--- src/source_comment_blanker_unit_defines.svh ---
// assertion helpers for the comment blanker
`ifndef SOURCE_COMMENT_BLANKER_UNIT_DEFINES_SVH
`define SOURCE_COMMENT_BLANKER_UNIT_DEFINES_SVH

// same-cycle implication, disabled while reset is high
`define SCB_ASSERT_NOW(label, ante, cons, msg) \
   label: assert property (@(posedge clock) disable iff (reset) (ante) |-> (cons)) \
      else $error(msg);

// next-cycle implication, disabled while reset is high
`define SCB_ASSERT_NEXT(label, ante, cons, msg) \
   label: assert property (@(posedge clock) disable iff (reset) (ante) |=> (cons)) \
      else $error(msg);

`endif

--- src/scb_pkg.sv ---
package scb_pkg;

   localparam logic [7:0] CH_NL    = 8'h0A;
   localparam logic [7:0] CH_SP    = 8'h20;
   localparam logic [7:0] CH_SLASH = 8'h2F;
   localparam logic [7:0] CH_STAR  = 8'h2A;
   localparam logic [7:0] CH_HASH  = 8'h23;
   localparam logic [7:0] CH_BANG  = 8'h21;

   // output queue geometry
   localparam int QUEUE_DEPTH = 3;
   localparam int OCC_WIDTH   = 2;

   typedef enum logic [1:0] {
      LANG_C       = 2'd0,
      LANG_PYTHON  = 2'd1,
      LANG_FORTRAN = 2'd2,
      LANG_NONE    = 2'd3
   } lang_type;

   typedef struct packed {
      logic [7:0] ch;
      logic       last;
   } entry_type;

   // up to two result bytes produced by one accepted input byte
   typedef struct packed {
      logic [1:0] cnt;
      entry_type  e0;
      entry_type  e1;
   } push_type;

   typedef struct packed {
      logic held;
      logic line;
      logic block;
   } status_type;

endpackage

--- src/scb_core.sv ---
module scb_core (
   input  logic               clock,
   input  logic               reset,
   input  logic               csr_wr_en,
   input  logic [1:0]         csr_wr_data,
   input  logic               in_fire,
   input  logic [7:0]         in_char,
   input  logic               in_eof,
   output scb_pkg::push_type   push,
   output scb_pkg::status_type status
);
   import scb_pkg::*;

   typedef struct packed {
      logic       emit;
      logic [7:0] ch;
      logic       hold;
      logic       line;
      logic       block;
      logic       star;
   } proc_type;

   lang_type lang_ff;
   logic     held_ff, held_in;
   logic     line_ff, line_in;
   logic     block_ff, block_in;
   logic     star_ff, star_in;

   proc_type   p;
   logic [1:0] cnt;
   logic [7:0] c0, c1;

   // one byte outside any lookahead
   function automatic proc_type process_byte(lang_type lang, logic [7:0] ch,
                                             logic line, logic block, logic star);
      proc_type r;
      r.emit  = 1'b1;
      r.ch    = ch;
      r.hold  = 1'b0;
      r.line  = line;
      r.block = block;
      r.star  = star;
      if (block) begin
         if (star && ch == CH_SLASH) begin
            r.block = 1'b0;
            r.star  = 1'b0;
            r.ch    = CH_SP;
         end else begin
            r.star = (ch == CH_STAR);
            r.ch   = (ch == CH_NL) ? CH_NL : CH_SP;
         end
      end else if (line) begin
         if (ch == CH_NL) begin
            r.line = 1'b0;
         end else begin
            r.ch = CH_SP;
         end
      end else if (lang == LANG_C && ch == CH_SLASH) begin
         r.emit = 1'b0;
         r.hold = 1'b1;
      end else if ((lang == LANG_PYTHON && ch == CH_HASH) ||
                   (lang == LANG_FORTRAN && ch == CH_BANG)) begin
         r.line = 1'b1;
         r.ch   = CH_SP;
      end
      return r;
   endfunction

   always_comb begin
      p        = process_byte(lang_ff, in_char, line_ff, block_ff, star_ff);
      held_in  = p.hold;
      line_in  = p.line;
      block_in = p.block;
      star_in  = p.star;
      cnt      = {1'b0, p.emit};
      c0       = p.ch;
      c1       = p.ch;
      if (held_ff && lang_ff == LANG_C && in_char == CH_SLASH) begin
         held_in  = 1'b0;
         line_in  = 1'b1;
         block_in = 1'b0;
         star_in  = 1'b0;
         cnt      = 2'd2;
         c0       = CH_SP;
         c1       = CH_SP;
      end else if (held_ff && lang_ff == LANG_C && in_char == CH_STAR) begin
         held_in  = 1'b0;
         line_in  = 1'b0;
         block_in = 1'b1;
         star_in  = 1'b0;
         cnt      = 2'd2;
         c0       = CH_SP;
         c1       = CH_SP;
      end else if (held_ff) begin
         // released slash goes first, then the new byte
         cnt = p.emit ? 2'd2 : 2'd1;
         c0  = CH_SLASH;
      end
      if (in_eof) begin
         // flush a slash that is still held
         if (held_in && cnt == 2'd0) begin
            cnt = 2'd1;
            c0  = CH_SLASH;
         end else if (held_in && cnt == 2'd1) begin
            cnt = 2'd2;
            c1  = CH_SLASH;
         end
         held_in  = 1'b0;
         line_in  = 1'b0;
         block_in = 1'b0;
         star_in  = 1'b0;
      end
   end

   always_comb begin
      push.cnt     = in_fire ? cnt : 2'd0;
      push.e0.ch   = c0;
      push.e0.last = in_eof && cnt == 2'd1;
      push.e1.ch   = c1;
      push.e1.last = in_eof && cnt == 2'd2;
      status.held  = held_ff;
      status.line  = line_ff;
      status.block = block_ff;
   end

   always_ff @(posedge clock) begin
      if (reset) begin
         lang_ff  <= LANG_C;
         held_ff  <= 1'b0;
         line_ff  <= 1'b0;
         block_ff <= 1'b0;
         star_ff  <= 1'b0;
      end else begin
         if (csr_wr_en) begin
            lang_ff <= lang_type'(csr_wr_data);
         end
         if (in_fire) begin
            held_ff  <= held_in;
            line_ff  <= line_in;
            block_ff <= block_in;
            star_ff  <= star_in;
         end
      end
   end

endmodule

--- src/scb_out_queue.sv ---
module scb_out_queue (
   input  logic                           clock,
   input  logic                           reset,
   input  scb_pkg::push_type              push,
   input  logic                           pop_ready,
   output logic                           head_valid,
   output scb_pkg::entry_type             head,
   output logic [scb_pkg::OCC_WIDTH-1:0]  occ
);
   import scb_pkg::*;

   entry_type             q_ff [QUEUE_DEPTH];
   entry_type             q_in [QUEUE_DEPTH];
   entry_type             sh   [QUEUE_DEPTH];
   logic [OCC_WIDTH-1:0]  occ_ff, occ_in, occ_pop;
   logic                  pop;

   assign head_valid = (occ_ff != '0);
   assign head       = q_ff[0];
   assign occ        = occ_ff;
   assign pop        = head_valid && pop_ready;
   assign occ_pop    = occ_ff - OCC_WIDTH'(pop);
   assign occ_in     = occ_pop + push.cnt;

   // queue contents after the head leaves
   always_comb begin
      for (int i = 0; i < QUEUE_DEPTH; i++) begin
         sh[i] = (i < QUEUE_DEPTH - 1) ? q_ff[(i + 1) % QUEUE_DEPTH] : q_ff[i];
      end
   end

   always_comb begin
      for (int i = 0; i < QUEUE_DEPTH; i++) begin
         if (OCC_WIDTH'(i) < occ_pop) begin
            q_in[i] = pop ? sh[i] : q_ff[i];
         end else if (OCC_WIDTH'(i) == occ_pop) begin
            q_in[i] = push.e0;
         end else begin
            q_in[i] = push.e1;
         end
      end
   end

   always_ff @(posedge clock) begin
      for (int i = 0; i < QUEUE_DEPTH; i++) begin
         q_ff[i] <= q_in[i];
      end
   end

   always_ff @(posedge clock) begin
      if (reset) begin
         occ_ff <= '0;
      end else begin
         occ_ff <= occ_in;
      end
   end

endmodule

--- src/source_comment_blanker_unit.sv ---
// comment blanker: one source byte in per cycle while req_tready is high, comment bytes out as spaces
// a byte is registered in the output queue before it shows on rsp; a slash waits for the next byte
// throughput: one byte per cycle while req_tready is high; a byte that yields two results queues both
// req_tready is high while the three-entry output queue holds at most one byte
// reset (synchronous, active high) clears the language to C, the scanner state and the queue
`include "source_comment_blanker_unit_defines.svh"

module source_comment_blanker_unit (
   input  logic       clock,
   input  logic       reset,
   // configuration: comment language
   input  logic       csr_wr_en,
   input  logic [1:0] csr_wr_data,
   // source bytes
   input  logic       req_tvalid,
   output logic       req_tready,
   input  logic [7:0] req_tdata,   // [7:0] in_char
   input  logic       req_tlast,   // end_of_file
   // blanked bytes
   output logic       rsp_tvalid,
   input  logic       rsp_tready,
   output logic [7:0] rsp_tdata,   // [7:0] out_char
   output logic       rsp_tlast    // last
);
   import scb_pkg::*;

   push_type             push;
   status_type           status;
   entry_type            head;
   logic [OCC_WIDTH-1:0] occ;
   logic                 req_fire;

   // a transfer may add two bytes, so keep two entries free
   assign req_tready = (occ <= OCC_WIDTH'(1));
   assign req_fire   = req_tvalid && req_tready;

   // scanner state and per-byte decision
   scb_core u_core (
      .clock       (clock),
      .reset       (reset),
      .csr_wr_en   (csr_wr_en),
      .csr_wr_data (csr_wr_data),
      .in_fire     (req_fire),
      .in_char     (req_tdata),
      .in_eof      (req_tlast),
      .push        (push),
      .status      (status)
   );

   // output queue decouples rsp stalls from incoming bytes
   scb_out_queue u_queue (
      .clock      (clock),
      .reset      (reset),
      .push       (push),
      .pop_ready  (rsp_tready),
      .head_valid (rsp_tvalid),
      .head       (head),
      .occ        (occ)
   );

   assign rsp_tdata = head.ch;
   assign rsp_tlast = head.last;

   // the end of a text always leaves at least one byte behind it
   `SCB_ASSERT_NOW(a_eof_emits, req_fire && req_tlast, push.cnt != 2'd0, "eof transfer without result")
   // scanner state is clean after the end of a text
   `SCB_ASSERT_NEXT(a_eof_clears, req_fire && req_tlast, !status.held && !status.line && !status.block, "state not cleared after eof")
   // a held slash only exists outside comments
   `SCB_ASSERT_NOW(a_held_outside, status.held, !status.line && !status.block, "slash held inside a comment")
   // a two-byte push never lands on a full queue
   `SCB_ASSERT_NOW(a_queue_room, push.cnt != 2'd0, occ <= OCC_WIDTH'(1), "output queue overflow")

endmodule
--- config.mk ---
export PLATFORM = sky130hd
export DESIGN_NAME = source_comment_blanker_unit
export DESIGN_NICKNAME = d
export VERILOG_FILES = /design/src/scb_pkg.sv /design/src/scb_core.sv /design/src/scb_out_queue.sv /design/src/source_comment_blanker_unit.sv
export VERILOG_INCLUDE_DIRS = /design/src /design/src/src
export SDC_FILE = /design/constraint.sdc
export NUM_CORES = 1
export LEC_CHECK = 0
export BUFFER_PORTS_ARGS = -buffer_cell sky130_fd_sc_hd__buf_4
export CORE_MARGIN = 2
export CORE_UTILIZATION = 30
export DETAILED_ROUTE_END_ITERATION = 10
export PLACE_DENSITY = 0.5
export SETUP_SLACK_MARGIN = 0.1
export SYNTH_ARGS = -nofsm -noshare
export SYNTH_HDL_FRONTEND = slang
export SYNTH_SLANG_ARGS = --single-unit
--- constraint.sdc ---
create_clock -name clock -period 6.04 [get_ports clock]
set_input_delay 0.302 -clock clock [delete_from_list [all_inputs] [get_ports clock]]
set_output_delay 0.302 -clock clock [all_outputs]
set_load 0.05 [all_outputs]
======== Word-level counts from Yosys, hierarchy flattened ========
Memory sizes are Yosys's and may differ from the RTL's.
Index checks and enable logic that the tools add are counted.
W data, S select, Z words.
cells by class
  add/subtract/negate cells ............... 2
  $lt $le $gt $ge ......................... 4
  equal/unequal tests ..................... 13
  multiplexer cells ....................... 58
  reduce and logical (&&, ||, !) cells .... 21
operators with widths
  cell                  count
  $mux W8               16
  $mux W9               8
  $eq A8 B6 Y1 const B  4
  $mux W1               23
  $mux W2               10
  $logic_and A1 B1 Y1   13
  $eq A8 B4 Y1 const B  1
  $eq A2 B1 Y1 const B  3
  $logic_not A2 Y1      3
  $mux W6               1
  $eq A2 B2 Y1 const B  2
  $lt A1 B2 Y1 const A  2
  $ne A4 B4 Y1 const B  1
  $reduce_and A2 Y1     2
  $reduce_bool A4 Y1    1
  $add A2 B2 Y2         1
  $eq A1 B2 Y1 const A  1
  $eq A2 B2 Y1 const A  1
  $le A2 B1 Y1 const B  1
  $lt A2 B2 Y1 const A  1
  $reduce_bool A2 Y1    1
  $sub A2 B1 Y2         1
  $logic_or A1 B1 Y1    1
word-level totals
  register bits ........................... 8
  memory bits (writable) .................. 27
  input port bits ......................... 16
  output and inout bits ................... 11
  logic and storage cells ................. 105
  memories kept ........................... 1
memories
  name          words  width  rd ports  clocked after Yosys merged registers in  wr ports  RTL line             text
  u_queue.q_ff  3      9      3         0                                        3         scb_out_queue.sv:12  entry_type q_ff [QUEUE_DEPTH];

======== Logic depth before layout (Yosys ltp) ========
Gate-level depths: netlist of run 1.
  depth in word-level cells ............... 18
  mapped depth ............................ 13
  mapped depth without buffers ............ 12

======== Hierarchy ========
From an unflattened synthesis of run 1, not the netlist that was laid out.
unflattened totals
  cell total of the unflattened synthesis .. 220
  area, all modules ....................... 2270.9 µm²
modules (own cells, without submodules)
  module                       instances  cells an instance  area each (µm²)  sequential area each (µm²)
  scb_out_queue                1          108                1451.4           850.8
  scb_core                     1          110                809.5            120.1
  source_comment_blanker_unit  1          2                  10.0             0.0

======== Worst setup path after synthesis of run 1 ========
Ideal clock, no wire load.
  kind .................................... input -> register
  start ................................... in req_tdata[6]
  end ..................................... reg u_queue.occ_ff[1] (netlist: u_queue.occ[1])
  library setup time ...................... 0.070 ns
  data arrival time ....................... 2.969 ns
  required time ........................... 5.970 ns
  setup slack ............................. 3.001 ns
  cell stages on the path ................. 13
  buffers on the path ..................... 1
  cells stage by stage .................... or4b_1 -> buf_6 -> nor3_4 -> inv_1 -> ha_1 -> or2b_2 -> nor4_1 -> xnor2_1 -> nor3_1 -> ha_1 -> xnor2_1 -> or3_1 -> a21oi_1
between the ends
  word-level cells in the longest chain between the ends .. 16
  elaborated cells on any way between the ends .. 26
  those cells by class .................... add/sub (1); eq/ne (3); mux (16); reduce/logical (6)
RTL lines
  item                  RTL line                           text
  start, declared       source_comment_blanker_unit.sv:17  input logic [7:0] req_tdata,
  $eq A8 B6 Y1          scb_core.sv:58, scb_core.sv:78
  $logic_and A1 B1 Y1   scb_core.sv:58                     end else if (lang == LANG_C && ch == CH_SLASH) begin
  $mux W1               scb_core.sv:58
  $mux W1               scb_core.sv:52                     end else if (line) begin
  $mux W1               scb_core.sv:43                     if (block) begin
  $mux W2               scb_core.sv:96                     cnt = p.emit ? 2'd2 : 2'd1;
  $mux W2               scb_core.sv:94                     end else if (held_ff) begin
  $mux W2               scb_core.sv:86                     end else if (held_ff && lang_ff == LANG_C && in_char == CH_STAR) begin
  $mux W2               scb_core.sv:78                     if (held_ff && lang_ff == LANG_C && in_char == CH_SLASH) begin
  $eq A2 B1 Y1          scb_core.sv:104                    end else if (held_in && cnt == 2'd1) begin
  $logic_and A1 B1 Y1   scb_core.sv:104
  $mux W2               scb_core.sv:104
  $mux W2               scb_core.sv:101                    if (held_in && cnt == 2'd0) begin
  $mux W2 *             scb_core.sv:99                     if (in_eof) begin
  $mux W2 *             scb_core.sv:116                    push.cnt = in_fire ? cnt : 2'd0;
  $add A2 B2 Y2 *       scb_out_queue.sv:23                assign occ_in = occ_pop + push.cnt;
  end signal, assigned  scb_out_queue.sv:54                occ_ff <= occ_in;
  end, declared         scb_out_queue.sv:15                logic [OCC_WIDTH-1:0] occ_ff, occ_in, occ_pop;
Every way passes the cells marked *; elsewhere a longest branch is shown, timed or not. The select of a mux whose other input is x is not followed.
A chain may end at the register's enable or synchronous reset.

======== Final worst setup path of run 1 ========
  start ................................... reg u_core.lang_ff[0]
  end ..................................... reg u_queue.occ_ff[1] (netlist: u_queue.occ[1])
between the ends
  word-level cells in the longest chain between the ends .. 16
  elaborated cells on any way between the ends .. 26
  those cells by class .................... add/sub (1); eq/ne (1); mux (16); reduce/logical (8)
RTL lines
  item                    RTL line                                        text
  start, declared         scb_core.sv:23                                  lang_type lang_ff;
  start signal, assigned  scb_core.sv:135                                 lang_ff <= lang_type'(csr_wr_data);
  $logic_not A2 Y1 *      scb_core.sv:58, scb_core.sv:78, scb_core.sv:86
  $logic_and A1 B1 Y1     scb_core.sv:58
  $mux W1                 scb_core.sv:58
  $mux W1                 scb_core.sv:52
  $mux W1                 scb_core.sv:43
  $mux W2                 scb_core.sv:96
  $mux W2                 scb_core.sv:94
  $mux W2                 scb_core.sv:86
  $mux W2                 scb_core.sv:78
  $eq A2 B1 Y1            scb_core.sv:104
  $logic_and A1 B1 Y1     scb_core.sv:104
  $mux W2                 scb_core.sv:104
  $mux W2                 scb_core.sv:101
  $mux W2 *               scb_core.sv:99
  $mux W2 *               scb_core.sv:116
  $add A2 B2 Y2 *         scb_out_queue.sv:23
Marked as above.

==> metrics.md, run 1 <==
| Metric | Value |
|---|---|
| Status | `complete, no violations` |
| Fillers | `683` |
| RR Startpoint | `u_core.lang_ff[0]` |
| Worst Tran Pin Value | `0.889 ns` |
| Initial antenna violation count | `0` |
| Row count | `29` |
| First-pass GRT wire length | `7110 um` |
| Syn avg cell area | `9.98 sq um` |
| H-tree level count | `2` |
| TritonCTS clock tree | `done` |
| Maximum vdd drop | `251 uV` |
| Post-CTS Setup Inserts | `0` |
| Post_cts resized | `0` |
| Final core occ | `0.356` |
| Adder-cell area share of the yosys netlist | `0.0189` |
| Hold crit path type | `primary input to flip-flop` |
| Initial Utilization | `0.311` |
| Vias per cell | `5.21` |
| Die Span Y | `85.4 um` |
| Largest family of logic cells by synthesized area | `simple AND/OR/NAND/NOR gates` |
| Post-Syn Area | `1990 sq um` |
| Die width | `85.4 um` |
| Fin area | `2270 sq um` |
| Worst hold endpoint | `u_queue.occ[1]` |
| DR iter-0 viols | `between 100 and 150` |
| Worst setup margin | `2.81 ns` |
| Num ports | `27` |
| CP max stage delay | `0.64 ns` |
| Post-synth EDFFs | `27` |
| Hold wc startpoint | `reset` |
| Port bufs | `26` |
| Simple-Gate Fraction of Synth Area | `0.210` |
| Final Cycle Share | `0.534` |
| Crit path buf inv count | `1` |
| RSZ-0062 raised after global routing | `false` |
| Commonest cells after routing, fill and taps aside | `buf_4 (27), edfxtp_1 (27), nand2_1 (25)` |
| Reg-to-reg setup timing slack | `approximately 2.8 ns` |
| Ys Warns | `0` |
| Cell area power density | `545 nW/um^2` |
| CP Cell Sequence | `or4_1, nor3_4, inv_1, ha_1, or2b_2, nor4_1, xnor2_1, nor3_1, ha_1, xnor2_1, or3_1, a21oi_1` |
| Via count | `1517` |
| Critical path launch point type | `flip-flop` |
| Arr. time, crit path | `approximately 3.5 ns` |
| Tot Pwr | `1.24 mW` |
| Post-synthesis cell count | `between 150 and 200` |
| Endpoints failing setup | `0` |
| Largest net degree at the start of global routing | `14` |
| Inserted Diodes | `0` |
| Worst skew pair latency | `0.29 ns` |
| Area of the core | `6390 sq um` |
| Number of global-route vias before repair | `1416` |
| Fraction of layout cells with a size suffix above 1 | `0.201` |
| Synth Area in XOR/XNOR | `0.0265` |
| Critical R2R Capture | `u_queue.occ[1]` |
| CTS Sinks | `35` |
| Setup TNS | `0 ns` |
| Hold_buf cts | `0` |
| Worst hold stages | `2` |
| Total global-route track usage | `0.125` |
| DRC | `0` |
| Crit Path Max Fanout | `6` |
| First-pass detailed-route iteration total | `4` |
| Fin nets | `232` |
| Yosys reg bits | `35` |
| Slew headroom | `0.405` |
| Post-synthesis compound-gate area fraction | `0.173` |
| Fin. Hold Viols | `0` |
| Worst path slowest cell | `or4_1` |
| WL per Instance | `14.9 um` |
| FMAX | `310 MHz` |
| CTS root buf | `clkbuf_8` |
| Total Wirelength | `roughly 4300 um` |
| Clk buf depth | `2` |
| Total congestion overflow | `0` |
| Crit. End Element | `flip-flop` |
| Critical path's top delay family | `simple AND/OR/NAND/NOR gates` |
| Register-to-Register Path Depth | `12` |
| Clock buffers created by TritonCTS | `5` |
| Syn nets | `about 220` |
| Antenna-violating nets left | `0` |
| Top_reg_cell synth | `edfxtp_1` |
| Post-place instance area | `2160 sq um` |
| Post-DP HPWL | `3340 um` |
| Register Area | `971 sq um` |
| Synth cell types | `49` |
| Sequential area share after synthesis | `0.489` |
| Max-slew violations | `0` |
| Minimum clock period | `3.23 ns` |
| Post-synth ARST share | `0` |
| Clock Skew | `0.00776 ns` |
| Clock transition at path regs | `0.08 ns` |
| GPL Wtd Cong | `0.786` |
| Syn-to-layout area delta | `14.4%` |
| Post-synthesis mux area share | `0.0101` |
| Crit path required time | `between 6 and 7 ns` |
| Setup WS pre-CTS | `~2.5 ns` |
| Crit Path Class | `flip-flop to flip-flop` |
| Die area | `7290 sq um` |
| Lkg Pwr | `0.868 nW` |
| MaxCap Viol Count | `0` |
| Multi-input logic area | `871 sq um` |
## area by class of cell
class	instances	share of cell area
flip-flops and latches	35	0.427
multi-input cells	139	0.383
repair buffers	27	0.0892
well taps	77	0.0424
clock buffers	5	0.0303
clock inverters	3	0.0193
inverters	5	0.00826
## state kept, by name (all words and copies together) (netlist names)
signal,count
u_queue.q_ff,27
u_core.line_ff,1
u_core.held_ff,1
u_queue.occ,2
u_core.lang_ff,2
u_core.star_ff,1
u_core.block_ff,1
## worst max-delay path by stage
| stage | cells past startpoint | endpoint | slack (ns) | startpoint |
|---|---|---|---|---|
| finish | 12 | u_queue.occ[1] | 2.81 | u_core.lang_ff[0] |
| global route | 12 | u_queue.occ[1] | 2.57 | u_core.lang_ff[0] |
| CTS | 12 | u_queue.occ[1] | 2.83 | u_core.lang_ff[0] |
| detailed placement | 10 | u_queue.q_ff[0][16] | 2.53 | req_tdata[6] |
| global placement | 13 | u_queue.occ[1] | 2.56 | req_tdata[6] |
| floorplan | 13 | u_queue.occ[1] | 3.00 | req_tdata[6] |
## through the flow
step                      cells  hold WS, ns
final                       291        0.230
after global routing        291        0.230
after CTS                   291        0.232
after detailed placement    283        0.471
after global placement      283        0.477
after floorplan             199        0.449
## layer usage
metal | GRT usage | up-vias | part of all wire
met1 | 0.163 | 717 | 0.47
met2 | 0.200 | 25 | 0.48
met4 | 0.0346 | 0 | 0.011
met3 | 0.0389 | 4 | 0.039
met5 | 0 | - | 0
li1 | - | 771 | -
## cells in the mapped netlist, types with 3 or more instances
| library cell | count | area [sq um] |
|---|---|---|
| edfxtp_1 | 27 | 811 |
| nand2_1 | 25 | 93.8 |
| nor2_1 | 17 | 63.8 |
| a21oi_1 | 11 | 55.1 |
| a31oi_1 | 11 | 68.8 |
| buf_4 | 8 | 60.1 |
| dfxtp_1 | 8 | 160 |
| o21ai_0 | 7 | 35.0 |
| clkbuf_1 | 6 | 22.5 |
| inv_1 | 5 | 18.8 |
| o31ai_1 | 5 | 37.5 |
| buf_2 | 4 | 20.0 |
| nand3_1 | 4 | 20.0 |
| nor3_1 | 4 | 20.0 |
| xnor2_1 | 4 | 35.0 |
| a32o_1 | 3 | 30.0 |
| ha_1 | 3 | 37.5 |
| nand4_1 | 3 | 18.8 |
| nor2b_1 | 3 | 18.8 |
| or3_1 | 3 | 18.8 |
| or4_1 | 3 | 22.5 |
## worst reg2reg max path: stages, from the launching register on
cell,delay [ns]
dfxtp_1,0.35
or4_1,0.64
nor3_4,0.24
inv_1,0.07
ha_1,0.23
or2b_2,0.33
nor4_1,0.27
xnor2_1,0.16
nor3_1,0.07
ha_1,0.22
xnor2_1,0.13
or3_1,0.31
a21oi_1,0.15
## report_power, final
| group | internal (mW) | leakage (nW) | switching, mW |
|---|---|---|---|
| Combinational | 0.172 | 0.467 | 0.413 |
| Sequential | 0.416 | 0.343 | 0.0243 |
| Clock | 0.123 | 0.0581 | 0.0918 |
| Total | 0.710 | 0.868 | 0.529 |
## kinds of logic after synthesis
kind of cell               Yosys count
DFF                                 35
xor gates and xnor gates             6
adders and majority gates            3
buffers and inverters               25
AOI/OAI and AO/OA                   51
muxes                                2
and+or+nand+nor                     77
Power figures use the tool's default switching activity.
==> inputs of run 2 (changes only) <==
Clock period 6.04 ns to 3.2 ns, I/O delays scaled along.
==> metrics.md, run 2 (synthesis results as in run 1) <==
| Metric | Value |
|---|---|
| Fraction of layout cells with a size suffix above 1 | `0.227` |
| Clock transition at path regs | `0.08 ns` |
| TritonCTS clock tree | `done` |
| Row count | `29` |
| Post-DP HPWL | `between 3000 and 4000 um` |
| Num ports | `27` |
| Vias per cell | `5.20` |
| Largest net degree at the start of global routing | `14` |
| MaxCap Viol Count | `0` |
| CTS Sinks | `35` |
| Setup TNS | `0 ns` |
| Die Span Y | `between 80 and 90 um` |
| Total global-route track usage | `0.126` |
| Endpoints failing setup | `0` |
| Commonest non-fill, non-tap cell in the layout | `buf_4` |
| H-tree level count | `2` |
| Maximum vdd drop | `467 uV` |
| Critical path launch point type | `flip-flop` |
| Inserted Diodes | `0` |
| Total congestion overflow | `0` |
| Crit Path Max Fanout | `6` |
| Slew headroom | `0.468` |
| Top reg by flops | `u_queue.q_ff` |
| Lkg Pwr | `0.896 nW` |
| Die width | `85.4 um` |
| Commonest cells after routing, fill and taps aside | `buf_4 (33), edfxtp_1 (27), nand2_1 (25)` |
| Hold_buf cts | `0` |
| Minimum clock period | `slightly below 3 ns` |
| Via count | `1543` |
| Clock Skew | `0.00775 ns` |
| Port bufs | `26` |
| DR iter-0 viols | `80` |
| Max reg flops | `27` |
| Worst Tran Pin Value | `0.795 ns` |
| Crit path required time | `about 3.4 ns` |
| Largest regs | `u_queue.q_ff: 27 flops, u_core.lang_ff: 2 flops, u_queue.occ: 2 flops` |
| Hold crit path type | `primary input to flip-flop` |
| Fillers | `670` |
| Syn-to-layout area delta | `17.0%` |
| FMAX | `341 MHz` |
| Die area | `7290 sq um` |
| DRC | `0` |
| Fin. Hold Viols | `0` |
| Antenna-violating nets left | `0` |
| Number of global-route vias before repair | `1458` |
| First-pass detailed-route iteration total | `4` |
| Fin nets | `about 240` |
| Crit Path Class | `flip-flop to flip-flop` |
| Area of the core | `~6400 sq um` |
| WL per Instance | `14.8 um` |
| RSZ-0062 raised after global routing | `true` |
| Initial antenna violation count | `0` |
| Worst skew pair latency | `slightly below 0.3 ns` |
| Crit. End Element | `flip-flop` |
| Initial Utilization | `0.311` |
| Status | `complete, no violations` |
| Arr. time, crit path | `3.15 ns` |
| First-pass GRT wire length | `between 7000 and 8000 um` |
| Total Wirelength | `4400 um` |
| Clock buffers created by TritonCTS | `5` |
| Max-slew violations | `0` |
| Clk buf depth | `2` |
| Final Cycle Share | `0.916` |
| GPL Wtd Cong | `0.826` |
| CTS root buf | `clkbuf_8` |
| Tot Pwr | `2.33 mW` |
| Cell area power density | `roughly 1000 nW/um^2` |
-- run 2: cell count changes in the layout (fill, tap and decap cells not counted), sizes merged --
cell	previous run	this run
buf	27	33
-- run 2: final cells by class --
cell class | instances | area [sq um] | share of cell area
Timing Repair Buffer | 33 | 248 | 0.107
Inverter | 5 | 18.8 | 0.00808
Sequential cell | 35 | 971 | 0.418
Clock inverter | 3 | 38.8 | 0.0167
Clock buffer | 5 | 68.8 | 0.0296
Multi-Input combinational cell | 139 | 881 | 0.379
Tap cell | 77 | 96.3 | 0.0415
-- run 2: critical path: stages, from the launching register on --
cell and delay [ns]:
dfxtp_1 0.35, or4_4 0.59, nor3_4 0.14, inv_1 0.06
ha_1 0.24, or2b_2 0.34, nor4_2 0.17, xnor2_1 0.15
nor3_1 0.07, ha_1 0.20, xnor2_1 0.13, or3_1 0.30
a21oi_1 0.13
-- run 2: final timing paths --
| check | depth (start not counted) | startpoint | end | slack (ns) |
|---|---|---|---|---|
| hold / removal | 2 | reset | u_core.star_ff | 0.1 |
| setup / recovery | 12 | u_core.lang_ff[0] | u_queue.occ[1] | 0.27 |
| setup reg to reg | 12 | u_core.lang_ff[0] | u_queue.occ[1] | 0.27 |
| hold reg to reg | 2 | u_core.star_ff | u_core.star_ff | 0.49 |
-- run 2: timing repair --
action                                  in CTS  in global routing
buffers inserted                             0                  0
endpoints found under the setup margin       0                  4
gates resized for setup                      0                  2
-- run 2: per-stage QoR --
stage | hold WS, ns | util | cells | worst slack [ns] | instance area (sq um)
after detailed placement | 0.409 | 0.345 | 289 | 0.155 | 2200
after global placement | 0.405 | 0.345 | 289 | 0.206 | 2200
after global routing | 0.107 | 0.364 | 297 | 0.0763 | 2320
after floorplan | 0.307 | - | 199 | 0.266 | 1990
final | 0.0999 | 0.364 | 297 | 0.269 | 2320
after CTS | 0.101 | 0.362 | 297 | 0.128 | 2310
-- run 2: metal layers --
metal  global-route usage  part of all wire  wire length, um
met2                0.207              0.49             2160
met5                    0                 0                0
met1                0.166              0.46             2010
met3               0.0263             0.050              220
met4               0.0375            0.0034               15
-- run 2: power by group --
group	total [mW]	switching, mW	internal [mW]
sequential	0.829	0.0454	0.784
combinational	1.11	0.769	0.339
clock	0.393	0.165	0.228
==> inputs of run 3 (changes only) <==
Settings changed: CTS_CLUSTER_SIZE set to 8, SYNTH_HIERARCHICAL set to 1.
==> metrics.md, run 3 <==
| Metric | Value |
|---|---|
| Power share of the combinational group | `0.500` |
| Hold wc startpoint | `csr_wr_data[1]` |
| Crit Path Max Fanout | `5` |
| Num ports | `27` |
| Commonest non-fill, non-tap cell in the layout | `buf_4` |
| Final Cycle Share | `0.872` |
| Worst Tran Pin Value | `0.622 ns` |
| Via count | `1588` |
| Ys Warns | `6` |
| Fin Hold WS | `0.111 ns` |
| Tot Pwr | `2.53 mW` |
| RSZ-0062 raised after global routing | `false` |
| Total Wirelength | `4460 um` |
| Crit Path Class | `flip-flop to flip-flop` |
| RR Startpoint | `u_core/lang_ff[1]` |
| DR iter-0 viols | `between 80 and 90` |
| GR met2 Demand/Resource | `0.172` |
| Post-synthesis cell count | `approximately 220` |
| Critical path origin | `u_core/lang_ff[1]` |
| Seq pwr share | `0.342` |
| Internal power | `1.56 mW` |
| Die Span Y | `90.6 um` |
| Met3 global-route usage | `0.0342` |
| Endpoints failing setup | `0` |
| Crit path required time | `3.38 ns` |
| Max reg flops | `27` |
| Net switching power | `0.975 mW` |
| Syn nets | `236` |
| Total congestion overflow | `0` |
| GPL Wtd Cong | `0.804` |
| FMAX | `359 MHz` |
| Status | `complete, no violations` |
| Worst hold stages | `3` |
| Max-slew violations | `0` |
| Clock buffers created by TritonCTS | `5` |
| First-pass detailed-route iteration total | `4` |
| Critical R2R Capture | `u_queue/occ[1]` |
| Clk buf depth | `2` |
| Reg-to-reg setup timing slack | `0.41 ns` |
| Worst skew pair latency | `~0.29 ns` |
| Total global-route track usage | `0.113` |
| TritonCTS clock tree | `done` |
| Maximum vdd drop | `323 uV` |
| Worst hold endpoint | `u_core/lang_ff[1]` |
| CTS root buf | `clkbuf_8` |
| Area of the core | `between 7000 and 8000 sq um` |
| Clock group share of total power | `0.158` |
| Vias per cell | `4.70` |
| Register-to-Register Path Depth | `12` |
| Post-DP HPWL | `3340 um` |
| Clock Skew | `0.00386 ns` |
| Final core occ | `0.362` |
| Crit. End Element | `flip-flop` |
| Port bufs | `26` |
| DRC | `0` |
| First-pass GRT wire length | `7470 um` |
| Slew headroom | `0.584` |
| Post-CTS Setup Inserts | `0` |
| MaxCap Viol Count | `0` |
| Top reg by flops | `u_queue/q_ff` |
| Die area | `between 8000 and 9000 sq um` |
| H-tree level count | `2` |
| Arr. time, crit path | `between 2 and 3 ns` |
| Initial Utilization | `0.310` |
| Fraction of layout cells with a size suffix above 1 | `0.289` |
| Die width | `90.6 um` |
| CTS Sinks | `35` |
| Initial antenna violation count | `0` |
| Commonest cells after routing, fill and taps aside | `buf_4 (35), edfxtp_1 (27), mux2_2 (18)` |
| Largest net degree at the start of global routing | `22` |
| Row count | `31` |
| Post-Syn Area | `2250 sq um` |
| GR Layer Usage met1 | `0.156` |
| Fin nets | `between 200 and 300` |
| Antenna-violating nets left | `0` |
| Syn avg cell area | `between 10 and 15 sq um` |
| Clock transition at path regs | `0.08 ns` |
| Most Crowded Layer GR | `met2` |
| Setup TNS | `0 ns` |
| Lkg Pwr | `1.02 nW` |
| WL per Instance | `about 13 um` |
| Syn-to-layout area delta | `16.8%` |
| Fin. Hold Viols | `0` |
| Inserted Diodes | `0` |
| Net Sw Frac | `0.385` |
| Cell area power density | `964 nW/um^2` |
| Largest regs | `u_queue/q_ff: 27 flops, u_core/lang_ff: 2 flops, u_queue/occ: 2 flops` |
| Number of global-route vias before repair | `~1500` |
| Minimum clock period | `2.79 ns` |
| Critical path launch point type | `flip-flop` |
| Hold crit path type | `primary input to flip-flop` |
-- run 3: cell count changes in the layout (fill, tap and decap cells not counted), sizes merged, moves of 4 or more --
cell / previous run / this run
a31oi: 11 / 1
and2: 0 / 6
inv: 5 / 11
mux2: 0 / 18
mux2i: 2 / 11
nand2: 25 / 17
nand3: 4 / 0
nor2: 17 / 10
o31ai: 5 / 1
-- run 3: worst max path at each step --
stage | to | slack [ns] | cells after the start
2_1_floorplan | u_queue/q_ff[0][0] | 0.24 | 5
3_3_place_gp | u_queue/occ[1] | 0.41 | 12
3_5_place_dp | u_queue/occ[1] | 0.35 | 12
4_1_cts | u_queue/occ[1] | 0.32 | 12
5_1_grt | u_queue/occ[1] | 0.17 | 12
6_report | u_queue/occ[1] | 0.41 | 12
-- run 3: power groups by stage --
stage | sequential, mW | clock [mW] | combinational (mW)
2_1_floorplan | 0.868 | 0 | 1.07
3_3_place_gp | 0.873 | 0 | 1.27
3_5_place_dp | 0.878 | 0 | 1.28
4_1_cts | 0.867 | 0.416 | 1.28
5_1_grt | 0.888 | 0.431 | 1.38
6_report | 0.866 | 0.401 | 1.26
-- run 3: metrics by stage --
step,setup slack [ns],cells,area [sq um]
after global routing,0.166,338,2630
final,0.411,338,2630
after floorplan,0.242,217,2250
after global placement,0.414,330,2510
after detailed placement,0.346,330,2510
after CTS,0.320,338,2620
-- run 3: repair_timing --
| item | 4_1_cts | 5_1_grt |
|---|---|---|
| hold buffers | 0 | 0 |
| resized for setup | 0 | 1 |
| setup endpoints to repair | 0 | 1 |
-- run 3: critical path: stages (launching register included) --
cell	delay, ns
dfxtp_1	0.34
or4_1	0.62
nor3_4	0.22
inv_1	0.06
ha_1	0.21
nand2b_1	0.19
nor4_2	0.18
xnor2_1	0.09
nor3b_1	0.21
ha_1	0.19
xor2_1	0.18
xnor2_1	0.13
nor2_1	0.05
-- run 3: metal layers --
| metal | vias to the layer above | routed length [um] | part of all wire |
|---|---|---|---|
| met3 | 4 | 146 | 0.033 |
| met4 | 0 | 38 | 0.0085 |
| met2 | 28 | 2030 | 0.46 |
| li1 | 833 | - | - |
| met5 | - | 0 | 0 |
| met1 | 723 | 2240 | 0.50 |
-- run 3: area by class of cell --
cell class / count / area [sq um]
clock buffer: 5 / 68.8
clock inverter: 3 / 43.8
fill: 732 / 4630
inverter: 11 / 41.3
multi-input combinational: 150 / 1110
sequential: 35 / 971
tap: 99 / 124
timing repair buffer: 35 / 263
